===== src/qn_pkg.sv =====
package qn_pkg;

    // component width default and fixed field widths
    localparam int COMPONENT_BITS_DEF = 32;
    localparam int FIELD_BITS = 32;
    localparam int LANES = 4;
    localparam int TOL_BITS = 41;
    localparam logic [TOL_BITS-1:0] TOL_RESET = 41'd1152921;

    // squared length, root and quotient widths
    localparam int LEN_BITS = 64;
    localparam int ROOT_BITS = 32;
    localparam int MAG_BITS = 32;
    localparam int QUO_BITS = 32;
    localparam int NORM_STEPS = 5;

    typedef enum logic [1:0] {
        KIND_UNIT   = 2'd0,
        KIND_SCALED = 2'd1,
        KIND_ZERO   = 2'd2
    } kind_t;

    typedef struct packed {
        logic signed [FIELD_BITS-1:0] w_in;
        logic signed [FIELD_BITS-1:0] x_in;
        logic signed [FIELD_BITS-1:0] y_in;
        logic signed [FIELD_BITS-1:0] z_in;
        logic                         zero_small;
    } quat_t;

    typedef struct packed {
        logic signed [FIELD_BITS-1:0] w_out;
        logic signed [FIELD_BITS-1:0] x_out;
        logic signed [FIELD_BITS-1:0] y_out;
        logic signed [FIELD_BITS-1:0] z_out;
        logic [1:0]                   case_taken;
    } norm_t;

    // per-item data that rides along the chains
    typedef struct packed {
        logic [LANES-1:0]                 neg;
        kind_t                            kind;
        logic                             carry;
        logic                             zero_small;
        logic [LANES-1:0][FIELD_BITS-1:0] orig;
    } side_t;

    typedef struct packed {
        logic                           valid;
        logic [LEN_BITS-1:0]            m;
        logic [LANES-1:0][MAG_BITS-1:0] mag;
        side_t                          side;
    } norm_bus_t;

    typedef struct packed {
        logic                           valid;
        logic [LEN_BITS-1:0]            m;
        logic [ROOT_BITS:0]             rem;
        logic [ROOT_BITS-1:0]           root;
        logic [LANES-1:0][MAG_BITS-1:0] mag;
        side_t                          side;
    } sqrt_bus_t;

    typedef struct packed {
        logic                            valid;
        logic [ROOT_BITS:0]              divisor;
        logic [LANES-1:0][ROOT_BITS:0]   prem;
        logic [LANES-1:0][QUO_BITS-1:0]  nlow;
        logic [LANES-1:0][QUO_BITS-1:0]  quo;
        side_t                           side;
    } div_bus_t;

endpackage


===== src/qn_div_cell.sv =====
module qn_div_cell (
    input  logic             clk,
    input  logic             rst_n,
    input  logic             en,
    input  qn_pkg::div_bus_t din,
    output qn_pkg::div_bus_t dout
);

    qn_pkg::div_bus_t data_next;
    qn_pkg::div_bus_t data_reg;
    logic             valid_reg;
    logic [qn_pkg::LANES-1:0][qn_pkg::ROOT_BITS+1:0] trial;
    logic [qn_pkg::LANES-1:0][qn_pkg::ROOT_BITS+1:0] dif;
    logic [qn_pkg::LANES-1:0]                        ge;

    // one quotient bit in each lane, shared divisor
    always_comb
    begin
        data_next = din;
        for (int i = 0; i < qn_pkg::LANES; i++)
        begin
            trial[i] = {din.prem[i], din.nlow[i][qn_pkg::QUO_BITS-1]};
            dif[i]   = trial[i] - {1'b0, din.divisor};
            ge[i]    = trial[i] >= {1'b0, din.divisor};
            data_next.prem[i] = ge[i] ? dif[i][qn_pkg::ROOT_BITS:0]
                                      : trial[i][qn_pkg::ROOT_BITS:0];
            data_next.nlow[i] = din.nlow[i] << 1;
            data_next.quo[i]  = {din.quo[i][qn_pkg::QUO_BITS-2:0], ge[i]};
        end
    end

    always_ff @(posedge clk or negedge rst_n)
    begin
        if (!rst_n)
        begin
            valid_reg <= 1'b0;
        end
        else if (en)
        begin
            valid_reg <= din.valid;
        end
    end

    always_ff @(posedge clk)
    begin
        if (en)
        begin
            data_reg <= data_next;
        end
    end

    always_comb
    begin
        dout       = data_reg;
        dout.valid = valid_reg;
    end

endmodule


===== config.mk =====
export PLATFORM = sky130hd
export DESIGN_NAME = qn_div_cell
export DESIGN_NICKNAME = d
export VERILOG_FILES = /design/src/qn_pkg.sv /design/src/qn_div_cell.sv
export SDC_FILE = /design/constraint.sdc
export NUM_CORES = 1
export LEC_CHECK = 0
export BUFFER_PORTS_ARGS = -buffer_cell sky130_fd_sc_hd__buf_2
export CORE_AREA = 2 2 434 436
export CTS_CLUSTER_SIZE = 25
export DETAILED_ROUTE_END_ITERATION = 8
export DIE_AREA = 0 0 436 438
export PLACE_DENSITY_LB_ADDON = 0.05
export REMOVE_ABC_BUFFERS = 1
export SYNTH_ARGS = -nofsm -noshare
export SYNTH_HDL_FRONTEND = slang
export SYNTH_SLANG_ARGS = --single-unit
export TNS_END_PERCENT = 20

===== constraint.sdc =====
create_clock -name clk -period 2.1 [get_ports clk]
set_input_delay 0.105 -clock clk [delete_from_list [all_inputs] [get_ports clk]]
set_output_delay 0.105 -clock clk [all_outputs]
set_load 0.02 [all_outputs]

==> impl_metrics.toml <==
[finish]
seq_area_sq_um = 16630
final_common_cell = "buf_2"
area_growth_pct = 95.71
final_area_sq_um = 49410
multi_input_area_sq_um = 9767
fin_cells = 6785
nNetsFinal = 4915
largest_reg_flops = 553
layout_common_cells = "buf_2 (1091), buf_4 (573), dlygate4sd3_1 (562), edfxtp_1 (553), nand2_1 (174)"
num-fill-cells = 20026
drive_above_1_share_pct = 50.35

[clocking]
clk_latency_ns = 0.68
root_buffer = "clkbuf_16"
clk_path_buf_depth = 3
cts_tree = "done"
clk_pin_slew_ns = 0.06
cts_buffers = 78
htree_levels = 3
cts.sinks = 554

[floorplanning]
dieWidth_microns = 436
io_pins = 1119
row_count = 159
dieArea_sq_um = 191000
die_y_microns = 438
core_sq_um = 186600
start_util_pct = 13.53

[timing]
fmax_mhz = 421.5
tightest_slew_ns = 0.6278
maxSlewHeadroom_pct = 58.15
fin_ws_ns = -0.2727
skew_ns = 0
hold_ws_ns = -0.2229
period_minus_slack_ns = 2.373
finalCritPeriodShare_pct = 113.0
finalHoldViolations = 2
setup_viol = 103
rsz0062_at_grt = "yes"
maxSlewViolCount = 0

[synth]
ys_warn_count = 0
syn_avg_cell_area_sq_um = 13.47
synth_seq_cells = 554
netlist_area_sq_um = 25250
synth_cells = 1874
synth_top_cell_by_area = "edfxtp_1"
synth_edf_count = 553
synth_top_area_share_pct = 65.78
synth_async_sr_flop_share_pct = 0.1805
ys_seq_area_share_pct = 65.88
synth.distinct_cells = 78
synth_area_leaders = "edfxtp_1 (66%), ha_1 (6.5%), o21ai_0 (3.4%), nand2_1 (2.8%), a21oi_1 (2.5%)"
synthFlopType = "edfxtp_1"

[route]
drt-pass1-iter-count = 4
initialDrtViolationCount = 835
vias_per_cell = 3.683
wl_per_cell_microns = 22.91
drc = 0
vias = 24991
drt_wl_total_mm = 155.5
ant_nets = 0

[power]
ir_worst_vdd_v = 0.0004944
p_per_area_nw_per_um2 = 768.6
power.leakage_nw = 20.93

[setup_path]
required_ns = 2.51
path_class = "in -> reg"
crit_path_end_kind = "flip-flop"
arrival_ns = 2.78
rr_worst_depth = 1
cp-start-kind = "input pin"
critPathMaxFanout = 5

[global_route]
grt_max_degree = 99
grt_pass1_vias = 27114
grt_pass1_wl_mm = 210.1
grt-ovfl-total = 0
antenna_found_initial = 65
grt_usage_pct = 15.59

[run_status]
violations = "negative hold slack, negative setup slack"
status = "complete, but fails checks"

[placed_design]
post_dp_cell_area_sq_um = 38350
dpl.cell_count = 6003
place_congestion = 0.8585
hpwlAfterDp_mm = 128.6
io_buffers = 1110
dp_slack_ns = -1.604

[worst_hold_path]
hold_class = "in -> reg"
min_path_cells = 3

[run]
drv_cap = 0
area by class of cell:
cell class	instances	area share [%]
well taps	2495	6.318
clock inverters	39	0.9724
inverters	68	0.6837
flip-flops and latches	554	33.66
repair buffers	2327	34.33
multi-input cells	1189	19.77
clock buffers	101	4.206
diodes	12	0.06078
per-stage QoR:
step / setup TNS [ns] / hold WS, ns / util (%) / power, W
3_5_place_dp: -179.18 / -0.1168 / 20.55 / 0.02285
2_1_floorplan: -195.52 / -0.1906 / - / 0.01773
3_3_place_gp: -178.23 / -0.1168 / 20.55 / 0.02292
6_report: -9.658 / -0.2229 / 26.48 / 0.03798
4_1_cts: -11.19 / -0.4233 / 25.65 / 0.03838
5_1_grt: -17.66 / -0.2731 / 26.47 / 0.03985
metal layers:
metal / routed length (microns) / GRT usage, % / vias to the layer above / part of all wire, %
met5: 176 / 0 / - / 0.11
li1: - / - / 11851 / -
met3: 7062 / 3.139 / 230 / 4.5
met1: 53470 / 15.04 / 12179 / 34
met4: 4714 / 4.710 / 30 / 3.0
met2: 90040 / 32.38 / 701 / 58
logic make-up (layout without fill, tap and decap cells):
kind of cell	count (synthesis)	after routing	synth area share, %
flops	554	554	65.88
other cells	1	16	0.01485
mux	17	17	0.7484
buf+inv	134	2535	2.210
xor+xnor	114	114	3.955
fa+ha+maj	136	136	6.859
compound gates	527	527	13.24
simple gates	391	391	7.097
critical path, stage by stage:
cell and delay, ns:
buf_12 0.11, ha_4 0.14, inv_2 0.03, fa_2 0.34, a211oi_2 0.26, o21bai_2 0.13, a211oi_4 0.33, buf_6 0.15
nor2_4 0.03, a31oi_2 0.11, buf_4 0.17, o31ai_4 0.07, a21oi_4 0.17, buf_12 0.16, clkinvlp_4 0.13, mux2_4 0.31
timing repair:
action                                 CTS  global route
cloned                                   2             2
pin swaps                               69           122
endpoints found under the hold margin  594             7
buffers inserted                        34            38
gates resized for setup                232           275
hold buffers                           556             6
setup endpoints to repair              136           136
Yosys cell counts (all sizes together) (20+ instances only):
library cell / instances
xnor2: 65
xor2: 49
a21oi: 129
nand2: 190
nand4: 32
inv: 68
nand3: 20
clkbuf: 44
edfxtp: 553
buf: 22
ha: 132
a21o: 72
nor2: 64
o21bai: 20
o21ai: 182
a31oi: 20
worst paths after layout:
kind                       slack [ns]             startpoint               endpoint
hold / removal                  -0.22               din[493]    dout[494]$_DFFE_PP_
setup / recovery                -0.27               din[524]    dout[496]$_DFFE_PP_
hold reg to reg                  0.52  valid_reg$_DFFE_PN0P_  valid_reg$_DFFE_PN0P_
min in group asynchronous        0.28                  rst_n  valid_reg$_DFFE_PN0P_
setup reg to reg                 1.35  valid_reg$_DFFE_PN0P_  valid_reg$_DFFE_PN0P_
max in group asynchronous        1.72                  rst_n  valid_reg$_DFFE_PN0P_
power breakdown:
group,internal (W),switching [W]
combinational,0.00473,0.00581
clock,0.00810,0.00552
sequential,0.0135,0.000329
total,0.0263,0.0117
Note: power is estimated with default switching activity, not from simulation.
