## config.mk

```make
export PLATFORM = sky130hd
export DESIGN_NAME = qn_sqrt_cell
export DESIGN_NICKNAME = d
export VERILOG_FILES = /design/src/qn_pkg.sv /design/src/qn_sqrt_cell.sv
export SDC_FILE = /design/constraint.sdc
export NUM_CORES = 1
export LEC_CHECK = 0
export BUFFER_PORTS_ARGS = -buffer_cell sky130_fd_sc_hd__buf_2
export CORE_AREA = 2 2 304 306
export DETAILED_ROUTE_END_ITERATION = 7
export DIE_AREA = 0 0 306 308
export PLACE_DENSITY_LB_ADDON = 0.15
export SYNTH_ARGS = -nofsm -noshare
export SYNTH_HDL_FRONTEND = slang
export SYNTH_SLANG_ARGS = --single-unit
```

## constraint.sdc

```tcl
create_clock -name clk -period 2 [get_ports clk]
set_input_delay 0.4 -clock clk [delete_from_list [all_inputs] [get_ports clk]]
set_output_delay 0.4 -clock clk [all_outputs]
set_load 0.02 [all_outputs]
```

## src/qn_pkg.sv

```systemverilog
package qn_pkg;

    // component width default and fixed field widths
    localparam int COMPONENT_BITS_DEF = 32;
    localparam int FIELD_BITS = 32;
    localparam int LANES = 4;
    localparam int TOL_BITS = 41;
    localparam logic [TOL_BITS-1:0] TOL_RESET = 41'd1152921;

    // squared length, root and quotient widths
    localparam int LEN_BITS = 64;
    localparam int ROOT_BITS = 32;
    localparam int MAG_BITS = 32;
    localparam int QUO_BITS = 32;
    localparam int NORM_STEPS = 5;

    typedef enum logic [1:0] {
        KIND_UNIT   = 2'd0,
        KIND_SCALED = 2'd1,
        KIND_ZERO   = 2'd2
    } kind_t;

    typedef struct packed {
        logic signed [FIELD_BITS-1:0] w_in;
        logic signed [FIELD_BITS-1:0] x_in;
        logic signed [FIELD_BITS-1:0] y_in;
        logic signed [FIELD_BITS-1:0] z_in;
        logic                         zero_small;
    } quat_t;

    typedef struct packed {
        logic signed [FIELD_BITS-1:0] w_out;
        logic signed [FIELD_BITS-1:0] x_out;
        logic signed [FIELD_BITS-1:0] y_out;
        logic signed [FIELD_BITS-1:0] z_out;
        logic [1:0]                   case_taken;
    } norm_t;

    // per-item data that rides along the chains
    typedef struct packed {
        logic [LANES-1:0]                 neg;
        kind_t                            kind;
        logic                             carry;
        logic                             zero_small;
        logic [LANES-1:0][FIELD_BITS-1:0] orig;
    } side_t;

    typedef struct packed {
        logic                           valid;
        logic [LEN_BITS-1:0]            m;
        logic [LANES-1:0][MAG_BITS-1:0] mag;
        side_t                          side;
    } norm_bus_t;

    typedef struct packed {
        logic                           valid;
        logic [LEN_BITS-1:0]            m;
        logic [ROOT_BITS:0]             rem;
        logic [ROOT_BITS-1:0]           root;
        logic [LANES-1:0][MAG_BITS-1:0] mag;
        side_t                          side;
    } sqrt_bus_t;

    typedef struct packed {
        logic                            valid;
        logic [ROOT_BITS:0]              divisor;
        logic [LANES-1:0][ROOT_BITS:0]   prem;
        logic [LANES-1:0][QUO_BITS-1:0]  nlow;
        logic [LANES-1:0][QUO_BITS-1:0]  quo;
        side_t                           side;
    } div_bus_t;

endpackage

```

## src/qn_sqrt_cell.sv

```systemverilog
module qn_sqrt_cell (
    input  logic              clk,
    input  logic              rst_n,
    input  logic              en,
    input  qn_pkg::sqrt_bus_t din,
    output qn_pkg::sqrt_bus_t dout
);

    qn_pkg::sqrt_bus_t            data_next;
    qn_pkg::sqrt_bus_t            data_reg;
    logic                         valid_reg;
    logic [qn_pkg::ROOT_BITS+2:0] trial_rem;
    logic [qn_pkg::ROOT_BITS+2:0] trial_sub;
    logic [qn_pkg::ROOT_BITS+2:0] trial_dif;

    // one root bit: bring down two radicand bits and try 4q+1
    always_comb
    begin
        data_next = din;
        trial_rem = {din.rem, din.m[qn_pkg::LEN_BITS-1 -: 2]};
        trial_sub = {1'b0, din.root, 2'b01};
        trial_dif = trial_rem - trial_sub;
        data_next.m = din.m << 2;
        if (trial_rem >= trial_sub)
        begin
            data_next.rem  = trial_dif[qn_pkg::ROOT_BITS:0];
            data_next.root = {din.root[qn_pkg::ROOT_BITS-2:0], 1'b1};
        end
        else
        begin
            data_next.rem  = trial_rem[qn_pkg::ROOT_BITS:0];
            data_next.root = {din.root[qn_pkg::ROOT_BITS-2:0], 1'b0};
        end
    end

    always_ff @(posedge clk or negedge rst_n)
    begin
        if (!rst_n)
        begin
            valid_reg <= 1'b0;
        end
        else if (en)
        begin
            valid_reg <= din.valid;
        end
    end

    always_ff @(posedge clk)
    begin
        if (en)
        begin
            data_reg <= data_next;
        end
    end

    always_comb
    begin
        dout       = data_reg;
        dout.valid = valid_reg;
    end

endmodule

```

==> metrics.csv <==
metric,value,unit
run_status,"complete, but fails checks",
violated_checks,setup timing,
filler_cell_count,9437,
design.portCount,791,
synth_cells,755,
globalRoute.totalOverflow,0,
post-dp-hpwl,47.96,mm
design.die.area,0.09425,mm2
timing.final.crit_share,116.4,%
synth_area,0.01407,mm2
preCtsSetupSlack,-1151,ps
synthesized_area_per_cell,18.64,um2
worst_setup_path_end_kind,flip-flop,
largest_register_ffs,391,
p_leak,11.32,nW
period_minus_slack,2328,ps
post-route-cell-area,0.02686,mm2
cap_viol_max_count,0,
detail_route.vias_per_cell,3.566,
wl_per_cell,18.58,um
first_pass_iters,7,
final_cell_mix,"sky130_fd_sc_hd__buf_2 (777), sky130_fd_sc_hd__edfxtp_1 (391), sky130_fd_sc_hd__dlygate4sd3_1 (351), sky130_fd_sc_hd__buf_4 (147), sky130_fd_sc_hd__clkbuf_16 (54)",
place.port_buffers,788,
crit_path_top_delay_cell,sky130_fd_sc_hd__a221o_1,
layout_setup_ws,-327.8,ps
rows,111,
critPathMaxFanout,9,
area_delta_synth_final,90.89,%
reg2reg_slack,1260,ps
synth_enable_flop_cells,391,
nNetsFinal,2532,
ys.warnings.count,0,
ys_dominant_reg_cell,sky130_fd_sc_hd__edfxtp_1,
tritoncts.num_buffers,50,
die-width,306,um
cts.path.max_buffers,3,
grt_start_max_net_pins,55,
die_y,308,um
ir_worst_vdd,0.5057,mV
core_area,0.09097,mm2
tritoncts_clock_tree,yes,
crit_required,2320,ps
timing.rr.start,valid_reg$_DFFE_PN0P_,
cts.clk_slew.worst_paths,60,ps
timing_max_transition_violations_final,0,
worst_ep_arrival_time,2650,ps
critical-path-top-cell-by-count,sky130_fd_sc_hd__a21oi_2,
hp-start,din[8],
routed-via-count,11875,
p_per_area,875.3,mW/mm2
clock_tree.root_cell,sky130_fd_sc_hd__clkbuf_16,
timing_worst_setup_path_type,input port to flip-flop,
cts.sink_count,392,
cells_along_the_critical_path,buf_8 -> inv_8 -> ha_4 -> and4_4 -> and3_4 -> nand2_2 -> a221o_1 -> a21oi_2 -> a21oi_2 -> o21ai_4 -> buf_12 -> mux2_4,
first_global_vias,12676,
maxClockFrequency,429.6,MHz
gp_congestion,0.7807,
min-delay-path-class,input port to flip-flop,
initial_utilization,15.47,%
fraction_of_registers_with_async_set_reset,0.2551,%
clk_latency,580,ps
cp_startpoint_kind,input port,
finalHoldViolations,0,
drt_first_iter_violations,482,
ratio_of_cells_with_drive_above_1_in_the_final_layout,53.95,%
cp_slowest_stage_delay,340,ps
post_dp_cell_area,0.02085,mm2
ys_seq_elements,392,
layout.cells.most_common,sky130_fd_sc_hd__buf_2,
finalClockSkew,0,ps
grt_antenna_before_repair,14,
grt_setup_unrepaired,true,
drc,0,
total_routing_usage_gr,12.23,%
finalSetupViolations,34,
post_route_wl,61.86,mm
wire_length_of_the_first_global_routing_pass,84.47,mm
ys_seq_area_share,83.62,%
worst_setup_path_startpoint,din[270],
ant_nets,0,
yosysUniqueCellTypes,49,
cts_htree_levels,2,
## logic make-up after synthesis
kind of cell | synth area share (%)
muxes | 0.6403
other | 0.02665
xor gates and xnor gates | 1.743
buffers and inverters | 1.805
and+or+nand+nor | 3.264
DFF | 83.62
adders and majority gates | 3.023
AOI/OAI and AO/OA | 5.878
## stage by stage
step | instances | setup TNS (ps) | power, W | utilization [%] | hold WS [ps]
6_report | 3330 | -7523 | 0.02351 | 29.53 | 55.21
5_1_grt | 3327 | -8807 | 0.02454 | 29.52 | 9.381
4_1_cts | 3314 | -7610 | 0.02380 | 29.02 | 0.1479
3_5_place_dp | 2861 | -36990 | 0.01390 | 22.92 | 176.3
3_3_place_gp | 2861 | -35750 | 0.01391 | 22.92 | 176.6
2_1_floorplan | 756 | -18460 | 0.01185 | - | 104.4
## synth_stat cells, drive strengths merged (3+ instances only)
library cell,count,share of area (%)
nand2,28,0.75
and3,3,0.13
nor3,5,0.18
mux2,8,0.64
o21bai,6,0.32
o21a,8,0.43
o21ai,21,0.77
inv,39,1.0
nand4,6,0.27
a21o,9,0.48
ha,34,3.0
a211oi,5,0.34
nor2,42,1.1
xnor2,19,1.2
a221o,3,0.21
nand2b,4,0.18
xor2,9,0.56
buf,14,0.63
clkbuf,5,0.13
o31ai,3,0.20
edfxtp,391,83
a31oi,5,0.22
nand3,8,0.28
a21oi,58,2.1
## power breakdown
group	switching (W)	internal [W]
Combinational	0.00251	0.00205
Sequential	0.000185	0.00985
Clock	0.00361	0.00531
Total	0.00630	0.0172
## worst max-delay path: cells and delay by family
| kind | cells | cell delay (ps) |
|---|---|---|
| AO/OA/AOI/OAI | 4 | 850 |
| buffers and inverters | 3 | 320 |
| multiplexers | 1 | 300 |
| adder cells (fa/ha/maj) | 1 | 260 |
| AND/OR/NAND/NOR | 3 | 510 |
## metal layers
metal / vias to the layer above / track usage (%) / part of all wire [%]
met5: - / 0 / 0.19
met2: 466 / 22.56 / 52
met1: 5671 / 13.11 / 37
met4: 18 / 4.170 / 3.2
li1: 5611 / - / -
met3: 109 / 3.855 / 7.3
## path summary, 6_finish.rpt
check	to	cells after the start
setup / recovery	dout[319]$_DFFE_PP_	12
min in group asynchronous	valid_reg$_DFFE_PN0P_	2
hold / removal	dout[8]$_DFFE_PP_	1
setup reg to reg	valid_reg$_DFFE_PN0P_	1
hold reg to reg	valid_reg$_DFFE_PN0P_	1
max in group asynchronous	valid_reg$_DFFE_PN0P_	2
## what timing repair did
item	in CTS	in global routing
endpoints found under the setup margin	34	34
hold endpoints to repair	351	0
hold buffers	351	0
buffers inserted	9	13
gates resized for setup	65	77
cloned	1	3
pin swaps	23	31
## cell type report
| class | instances | area, um2 | area share [%] |
|---|---|---|---|
| inverters | 39 | 163.9 | 0.6102 |
| clock inverters | 32 | 296.5 | 1.104 |
| repair buffers | 1312 | 9102 | 33.89 |
| well taps | 1186 | 1484 | 5.524 |
| multi-input cells | 306 | 2730 | 10.16 |
| clock buffers | 60 | 1310 | 4.877 |
| diodes | 3 | 7.507 | 0.02795 |
| flip-flops and latches | 392 | 11770 | 43.80 |
Power figures use the tool's default switching activity.
