--- src/qn_pkg.sv ---
package qn_pkg;

    // component width default and fixed field widths
    localparam int COMPONENT_BITS_DEF = 32;
    localparam int FIELD_BITS = 32;
    localparam int LANES = 4;
    localparam int TOL_BITS = 41;
    localparam logic [TOL_BITS-1:0] TOL_RESET = 41'd1152921;

    // squared length, root and quotient widths
    localparam int LEN_BITS = 64;
    localparam int ROOT_BITS = 32;
    localparam int MAG_BITS = 32;
    localparam int QUO_BITS = 32;
    localparam int NORM_STEPS = 5;

    typedef enum logic [1:0] {
        KIND_UNIT   = 2'd0,
        KIND_SCALED = 2'd1,
        KIND_ZERO   = 2'd2
    } kind_t;

    typedef struct packed {
        logic signed [FIELD_BITS-1:0] w_in;
        logic signed [FIELD_BITS-1:0] x_in;
        logic signed [FIELD_BITS-1:0] y_in;
        logic signed [FIELD_BITS-1:0] z_in;
        logic                         zero_small;
    } quat_t;

    typedef struct packed {
        logic signed [FIELD_BITS-1:0] w_out;
        logic signed [FIELD_BITS-1:0] x_out;
        logic signed [FIELD_BITS-1:0] y_out;
        logic signed [FIELD_BITS-1:0] z_out;
        logic [1:0]                   case_taken;
    } norm_t;

    // per-item data that rides along the chains
    typedef struct packed {
        logic [LANES-1:0]                 neg;
        kind_t                            kind;
        logic                             carry;
        logic                             zero_small;
        logic [LANES-1:0][FIELD_BITS-1:0] orig;
    } side_t;

    typedef struct packed {
        logic                           valid;
        logic [LEN_BITS-1:0]            m;
        logic [LANES-1:0][MAG_BITS-1:0] mag;
        side_t                          side;
    } norm_bus_t;

    typedef struct packed {
        logic                           valid;
        logic [LEN_BITS-1:0]            m;
        logic [ROOT_BITS:0]             rem;
        logic [ROOT_BITS-1:0]           root;
        logic [LANES-1:0][MAG_BITS-1:0] mag;
        side_t                          side;
    } sqrt_bus_t;

    typedef struct packed {
        logic                            valid;
        logic [ROOT_BITS:0]              divisor;
        logic [LANES-1:0][ROOT_BITS:0]   prem;
        logic [LANES-1:0][QUO_BITS-1:0]  nlow;
        logic [LANES-1:0][QUO_BITS-1:0]  quo;
        side_t                           side;
    } div_bus_t;

endpackage

--- src/qn_norm_cell.sv ---
module qn_norm_cell #(
    parameter int SHIFT = 2
) (
    input  logic              clk,
    input  logic              rst_n,
    input  logic              en,
    input  qn_pkg::norm_bus_t din,
    output qn_pkg::norm_bus_t dout
);

    qn_pkg::norm_bus_t data_next;
    qn_pkg::norm_bus_t data_reg;
    logic              valid_reg;

    // shift the length up when no carry is set and its top bits are clear, magnitudes by half as much
    always_comb
    begin
        data_next = din;
        if (!din.side.carry && (din.m[qn_pkg::LEN_BITS-1 -: SHIFT] == '0))
        begin
            data_next.m = din.m << SHIFT;
            for (int i = 0; i < qn_pkg::LANES; i++)
            begin
                data_next.mag[i] = din.mag[i] << (SHIFT / 2);
            end
        end
    end

    always_ff @(posedge clk or negedge rst_n)
    begin
        if (!rst_n)
        begin
            valid_reg <= 1'b0;
        end
        else if (en)
        begin
            valid_reg <= din.valid;
        end
    end

    always_ff @(posedge clk)
    begin
        if (en)
        begin
            data_reg <= data_next;
        end
    end

    always_comb
    begin
        dout       = data_reg;
        dout.valid = valid_reg;
    end

endmodule

--- config.mk ---
export PLATFORM = sky130hd
export DESIGN_NAME = qn_norm_cell
export DESIGN_NICKNAME = d
export VERILOG_FILES = /design/src/qn_pkg.sv /design/src/qn_norm_cell.sv
export SDC_FILE = /design/constraint.sdc
export NUM_CORES = 1
export LEC_CHECK = 0
export BUFFER_PORTS_ARGS = -buffer_cell sky130_fd_sc_hd__buf_2
export CORE_AREA = 3 3 256 258
export CTS_BUF_LIST = sky130_fd_sc_hd__clkbuf_2 sky130_fd_sc_hd__clkbuf_4 sky130_fd_sc_hd__clkbuf_8
export DETAILED_ROUTE_END_ITERATION = 6
export DIE_AREA = 0 0 259 261
export PLACE_DENSITY = 0.49
export SKIP_CTS_REPAIR_TIMING = 1
export SLEW_MARGIN = 20
export SYNTH_ARGS = -nofsm -noshare
export SYNTH_HDL_FRONTEND = slang
export SYNTH_SLANG_ARGS = --single-unit
--- constraint.sdc ---
create_clock -name clk -period 1.3 [get_ports clk]
set_input_delay 0.13 -clock clk [delete_from_list [all_inputs] [get_ports clk]]
set_output_delay 0.13 -clock clk [all_outputs]
set_load 0.005 [all_outputs]
==> impl_metrics.yaml, run 1 <==
placed_design:
  port_buffers: 660
  hpwl_microns: 33200
  dp_slack_ps: -307
  dp.cells: 2074
  placed_area_sq_um: 16900
  place_congestion: 0.836
power_and_ir_drop:
  p_clk_share_pct: 36.1
  p_total_mw: 25.8
  netSwitchingPower_mw: 6.11
  seq_power_share_pct: 50.2
  vdd_drop_max_mv: 0.751
  p_per_area_nw_per_um2: 1210
  switching_share_pct: 23.7
  power.share.combinational_pct: 13.6
  p_int_mw: 19.7
  cellLeakagePower_nw: 8.82
die:
  die_h_microns: 261
  io_pins: 661
  initial_utilization_pct: 19.4
  dieArea_sq_um: 67600
  design.core.area_sq_um: 63200
  num_rows: 92
  die_x_microns: 259
timing:
  skew_ps: 0
  tightest_slew_ps: 221
  whs_ps: 208
  slew_headroom_pct: 85.2
  final_max_slew_viol_count: 0
  tns_ps: -410
  fin_ws_ps: -99.0
  post-route-period-util_pct: 108
  rsz0062_at_grt: "yes"
  setup_viol_count_final: 14
  period_minus_slack_ps: 1400
  max_clock_freq_mhz: 715
  hold_viol: 0
yosys:
  avgSynthCellArea_sq_um: 22.4
  syn-cell-area_sq_um: 12200
  syn_inst: 547
  ys_ff_latch: 329
  ys_warn_count: 0
  ys_types: 13
  ys_seq_area_share_pct: 80.7
  synth_nets: 879
cells_and_area:
  fin_nets: 1953
  final_util_pct: 33.8
  areaGrowthSynthToFinish_pct: 74.6
  largest_reg_flops: 328
  drive_gt1_share_pct: 53.4
  final_common_cell: "buf_2"
  instances_no_fill: 2513
  final_area_sq_um: 21400
  final_cell_mix: "buf_2, dlygate4sd3_1, edfxtp_1"
critical_path:
  cp-start-kind: "flip-flop"
  path_cells: "buf_2"
  critPathSlowestCell: "edfxtp_1"
  cpLargestDelayFamily: "flip-flops"
  cp-end-kind: "output port"
  critPathKind: "reg -> out"
  worst_ep_required_time_ps: 1170
  cp_num_buf_inv: 1
  crit_fanout: 1
  cp.arrival_ps: 1270
  max_stage_delay_ps: 470
grt:
  grt_start_max_net_pins: 33
  grt_usage_pct: 11.5
  grt_busiest_layer: "met2"
  grt-ovfl-total: 0
  grtUsageMet1_pct: 12.0
  grt_pass1_vias: 8685
  antenna_found_initial: 4
  gr-usage-met2_pct: 20.8
  use_met3_pct: 5.15
  grt_pass1_wl_microns: 57800
cts:
  worstSkewPairLatency_ps: 620
  cts_buffer_depth: 3
  htreeDepth: 2
  cts_num_sinks: 329
  cts_buffers: 57
  cts.clk_slew.worst_paths_ps: 60
  cts_tree: "built"
  cts_root_buf: "clkbuf_8"
status:
  violations: "setup timing"
  outcome: "finished, violations left"
routing:
  drc: 0
  viasPerCell: 3.74
  ant_nets: 0
  wl_microns: 45400
  dr.pass1.iters: 4
  num_vias: 9408
  drt-initial-drc-count: 456
  wire_per_inst_microns: 18.0
flow_run:
  cap_violations: 0
min_path:
  hp-class: "in -> reg"
[power by group through the flow]
stage          Sequential, mW  Combinational, mW  Clock [mW]
2_1_floorplan            13.3              0.500           0
3_3_place_gp             13.1               2.69           0
3_5_place_dp             13.2               2.71           0
4_1_cts                  13.0               2.72        9.72
5_1_grt                  13.0               3.80        10.1
6_report                 13.0               3.52        9.31
[kinds of logic after synthesis]
group                  count (synthesis)  share of synthesized area [%]
AND/OR/NAND/NOR                       10                          0.491
flip-flops                           329                           80.7
AO/OA/AOI/OAI                          1                         0.0614
buffers and inverters                 22                           1.76
multiplexers                         185                           17.0
[final cells by class]
class                      count  area (sq um)
clock buffer                  80           957
multi-input combinational    196          2160
tap                          846          1060
fill                        6173         41800
timing repair buffer        1037          7180
sequential                   329          9870
antenna                        1          2.50
clock inverter                24           143
[final timing paths]
| check | start | depth (start not counted) | slack [ps] | end |
|---|---|---|---|---|
| setup / recovery | dout[28]$_DFFE_PP_ | 1 | -100 | dout[28] |
| hold / removal | din[68] | 2 | 210 | dout[68]$_DFFE_PP_ |
| setup reg to reg | valid_reg$_DFFE_PN0P_ | 1 | 570 | valid_reg$_DFFE_PN0P_ |
| hold reg to reg | valid_reg$_DFFE_PN0P_ | 1 | 500 | valid_reg$_DFFE_PN0P_ |
| max in group asynchronous | rst_n | 3 | 760 | valid_reg$_DFFE_PN0P_ |
| min in group asynchronous | rst_n | 3 | 400 | valid_reg$_DFFE_PN0P_ |
[Yosys cell counts (all sizes together)]
master / instances / area, sq um
a21o: 1 / 7.51
buf: 22 / 215
dfrtp: 1 / 25.0
edfxtp: 328 / 9850
mux2: 185 / 2080
nor2: 1 / 3.75
nor2b: 6 / 37.5
nor3: 1 / 5.00
nor3b: 1 / 7.51
or2: 1 / 6.26
[layer usage]
layer / routed length (microns) / vias up
li1: - / 4356
met1: 16300 / 4494
met2: 23800 / 479
met3: 4140 / 77
met4: 1160 / 2
met5: 13 / -
(Power assumes the default switching activity.)
==> run 2, diff against run 1 <==
==> constraint.sdc (replaced) <==
create_clock -name clk -period 1.3 [get_ports clk]
set_input_delay 0.065 -clock clk [delete_from_list [all_inputs] [get_ports clk]]
set_output_delay 0.065 -clock clk [all_outputs]
set_load 0.005 [all_outputs]
==> impl_metrics.yaml, run 2 (synthesized netlist as in run 1, its figures left out) <==
die:
  die_x_microns: 259
  dieArea_sq_um: 67600
  initial_utilization_pct: 19.4
  num_rows: 92
  design.core.area_sq_um: 63200
  io_pins: 661
  die_h_microns: 261
power_and_ir_drop:
  p_per_area_nw_per_um2: 1210
  cellLeakagePower_nw: 8.86
  vdd_drop_max_mv: 0.760
grt:
  grt_pass1_wl_microns: 58500
  grt_usage_pct: 11.7
  grt-ovfl-total: 0
  grt_start_max_net_pins: 41
  antenna_found_initial: 4
  grt_pass1_vias: 8753
timing:
  post-route-period-util_pct: 103
  setup_viol_count_final: 1
  period_minus_slack_ps: 1340
  tns_ps: -44.2
  skew_ps: 0
  slew_headroom_pct: 83.9
  final_max_slew_viol_count: 0
  max_clock_freq_mhz: 744
  rsz0062_at_grt: "yes"
  fin_ws_ps: -44.2
  tightest_slew_ps: 242
  hold_viol: 0
routing:
  drt-initial-drc-count: 552
  wire_per_inst_microns: 18.0
  drc: 0
  ant_nets: 0
  wl_microns: 45300
  num_vias: 9404
  dr.pass1.iters: 4
  viasPerCell: 3.73
min_path:
  whs_path_depth: 4
  worstHoldStart: "din[129]"
  hp-class: "in -> reg"
  hold_path_end: "dout[241]$_DFFE_PP_"
critical_path:
  cp-start-kind: "flip-flop"
  cp.arrival_ps: 1280
  r2r.worst_path.cells: 1
  max_stage_delay_ps: 480
  rrSetupSlack_ps: 550
  cp-end-kind: "output port"
  path_cells: "buf_2"
  cpLargestDelayFamily: "flip-flops"
  crit_fanout: 1
  critPathSlowestCell: "edfxtp_1"
  rr_endpoint: "valid_reg$_DFFE_PN0P_"
  worst_ep_required_time_ps: 1240
  cp_num_buf_inv: 1
  critPathKind: "reg -> out"
  worstReg2RegStart: "valid_reg$_DFFE_PN0P_"
placed_design:
  place_congestion: 0.806
  port_buffers: 660
  placed_area_sq_um: 16900
  hpwl_microns: 33900
cells_and_area:
  largest_reg_flops: 328
  final_area_sq_um: 21500
  final_util_pct: 34.0
  drive_gt1_share_pct: 53.1
  areaGrowthSynthToFinish_pct: 75.4
  final_cell_mix: "buf_2, dlygate4sd3_1, edfxtp_1"
  final_common_cell: "buf_2"
  fin_nets: 1956
flow_run:
  cap_violations: 0
status:
  violations: "setup timing"
  outcome: "finished, violations left"
cts:
  cts_root_buf: "clkbuf_8"
  worstSkewPairLatency_ps: 610
  htreeDepth: 2
  cts_buffers: 57
  cts_buffer_depth: 3
  cts_num_sinks: 329
  cts_tree: "built"
  cts.clk_slew.worst_paths_ps: 70
## run 2: cell count changes in the layout (fill, tap and decap cells not counted), moves of 2 or more
cell / before / now
clkbuf_4: 23 / 14
clkinv_1: 11 / 20
clkbuf_8: 57 / 61
buf_6: 6 / 9
clkinv_2: 9 / 7
buf_2: 653 / 650
buf_4: 30 / 35
clkinv_8: 0 / 2
dlygate4sd3_1: 334 / 332
## run 2: area by class of cell
cell class	instances	area [sq um]
sequential	329	9870
fill	6167	41700
clock buffer	75	945
multi-input combinational	196	2160
clock inverter	32	210
timing repair buffer	1040	7220
antenna	2	5.00
tap	846	1060
## run 2: report_power, final
part	switching, mW	internal (mW)
Clock	4.38	5.15
Combinational	1.51	2.02
Sequential	0.253	12.7
## run 2: routing by layer
layer | share of wire [%] | GRT usage (%) | up-vias
li1 | - | - | 4364
met1 | 36 | 12.2 | 4531
met5 | 0.049 | 0 | -
met2 | 53 | 21.1 | 443
met4 | 2.1 | 3.24 | 4
met3 | 8.9 | 5.29 | 62
## run 2: worst max-delay path by stage
stage / start / to / slack, ps / depth (start not counted)
CTS: dout[232]$_SDFFCE_PP0P_ / dout[232] / -140 / 1
floorplan: din[129] / dout[226]$_DFFE_PP_ / 50 / 5
finish: dout[232]$_SDFFCE_PP0P_ / dout[232] / -40 / 1
global route: dout[232]$_SDFFCE_PP0P_ / dout[232] / -120 / 1
detailed placement: din[129] / dout[306]$_DFFE_PP_ / -270 / 5
global placement: din[129] / dout[312]$_DFFE_PP_ / -250 / 5
## run 2: metrics by stage
stage	cells	hold slack (ps)	power, mW	setup slack, ps
floorplan	547	-231	13.8	47.3
global placement	2079	-160	15.9	-247
detailed placement	2079	-159	15.9	-266
CTS	2186	-860	25.6	-137
global route	2519	66.7	27.3	-122
finish	2520	90.7	26.0	-44.2
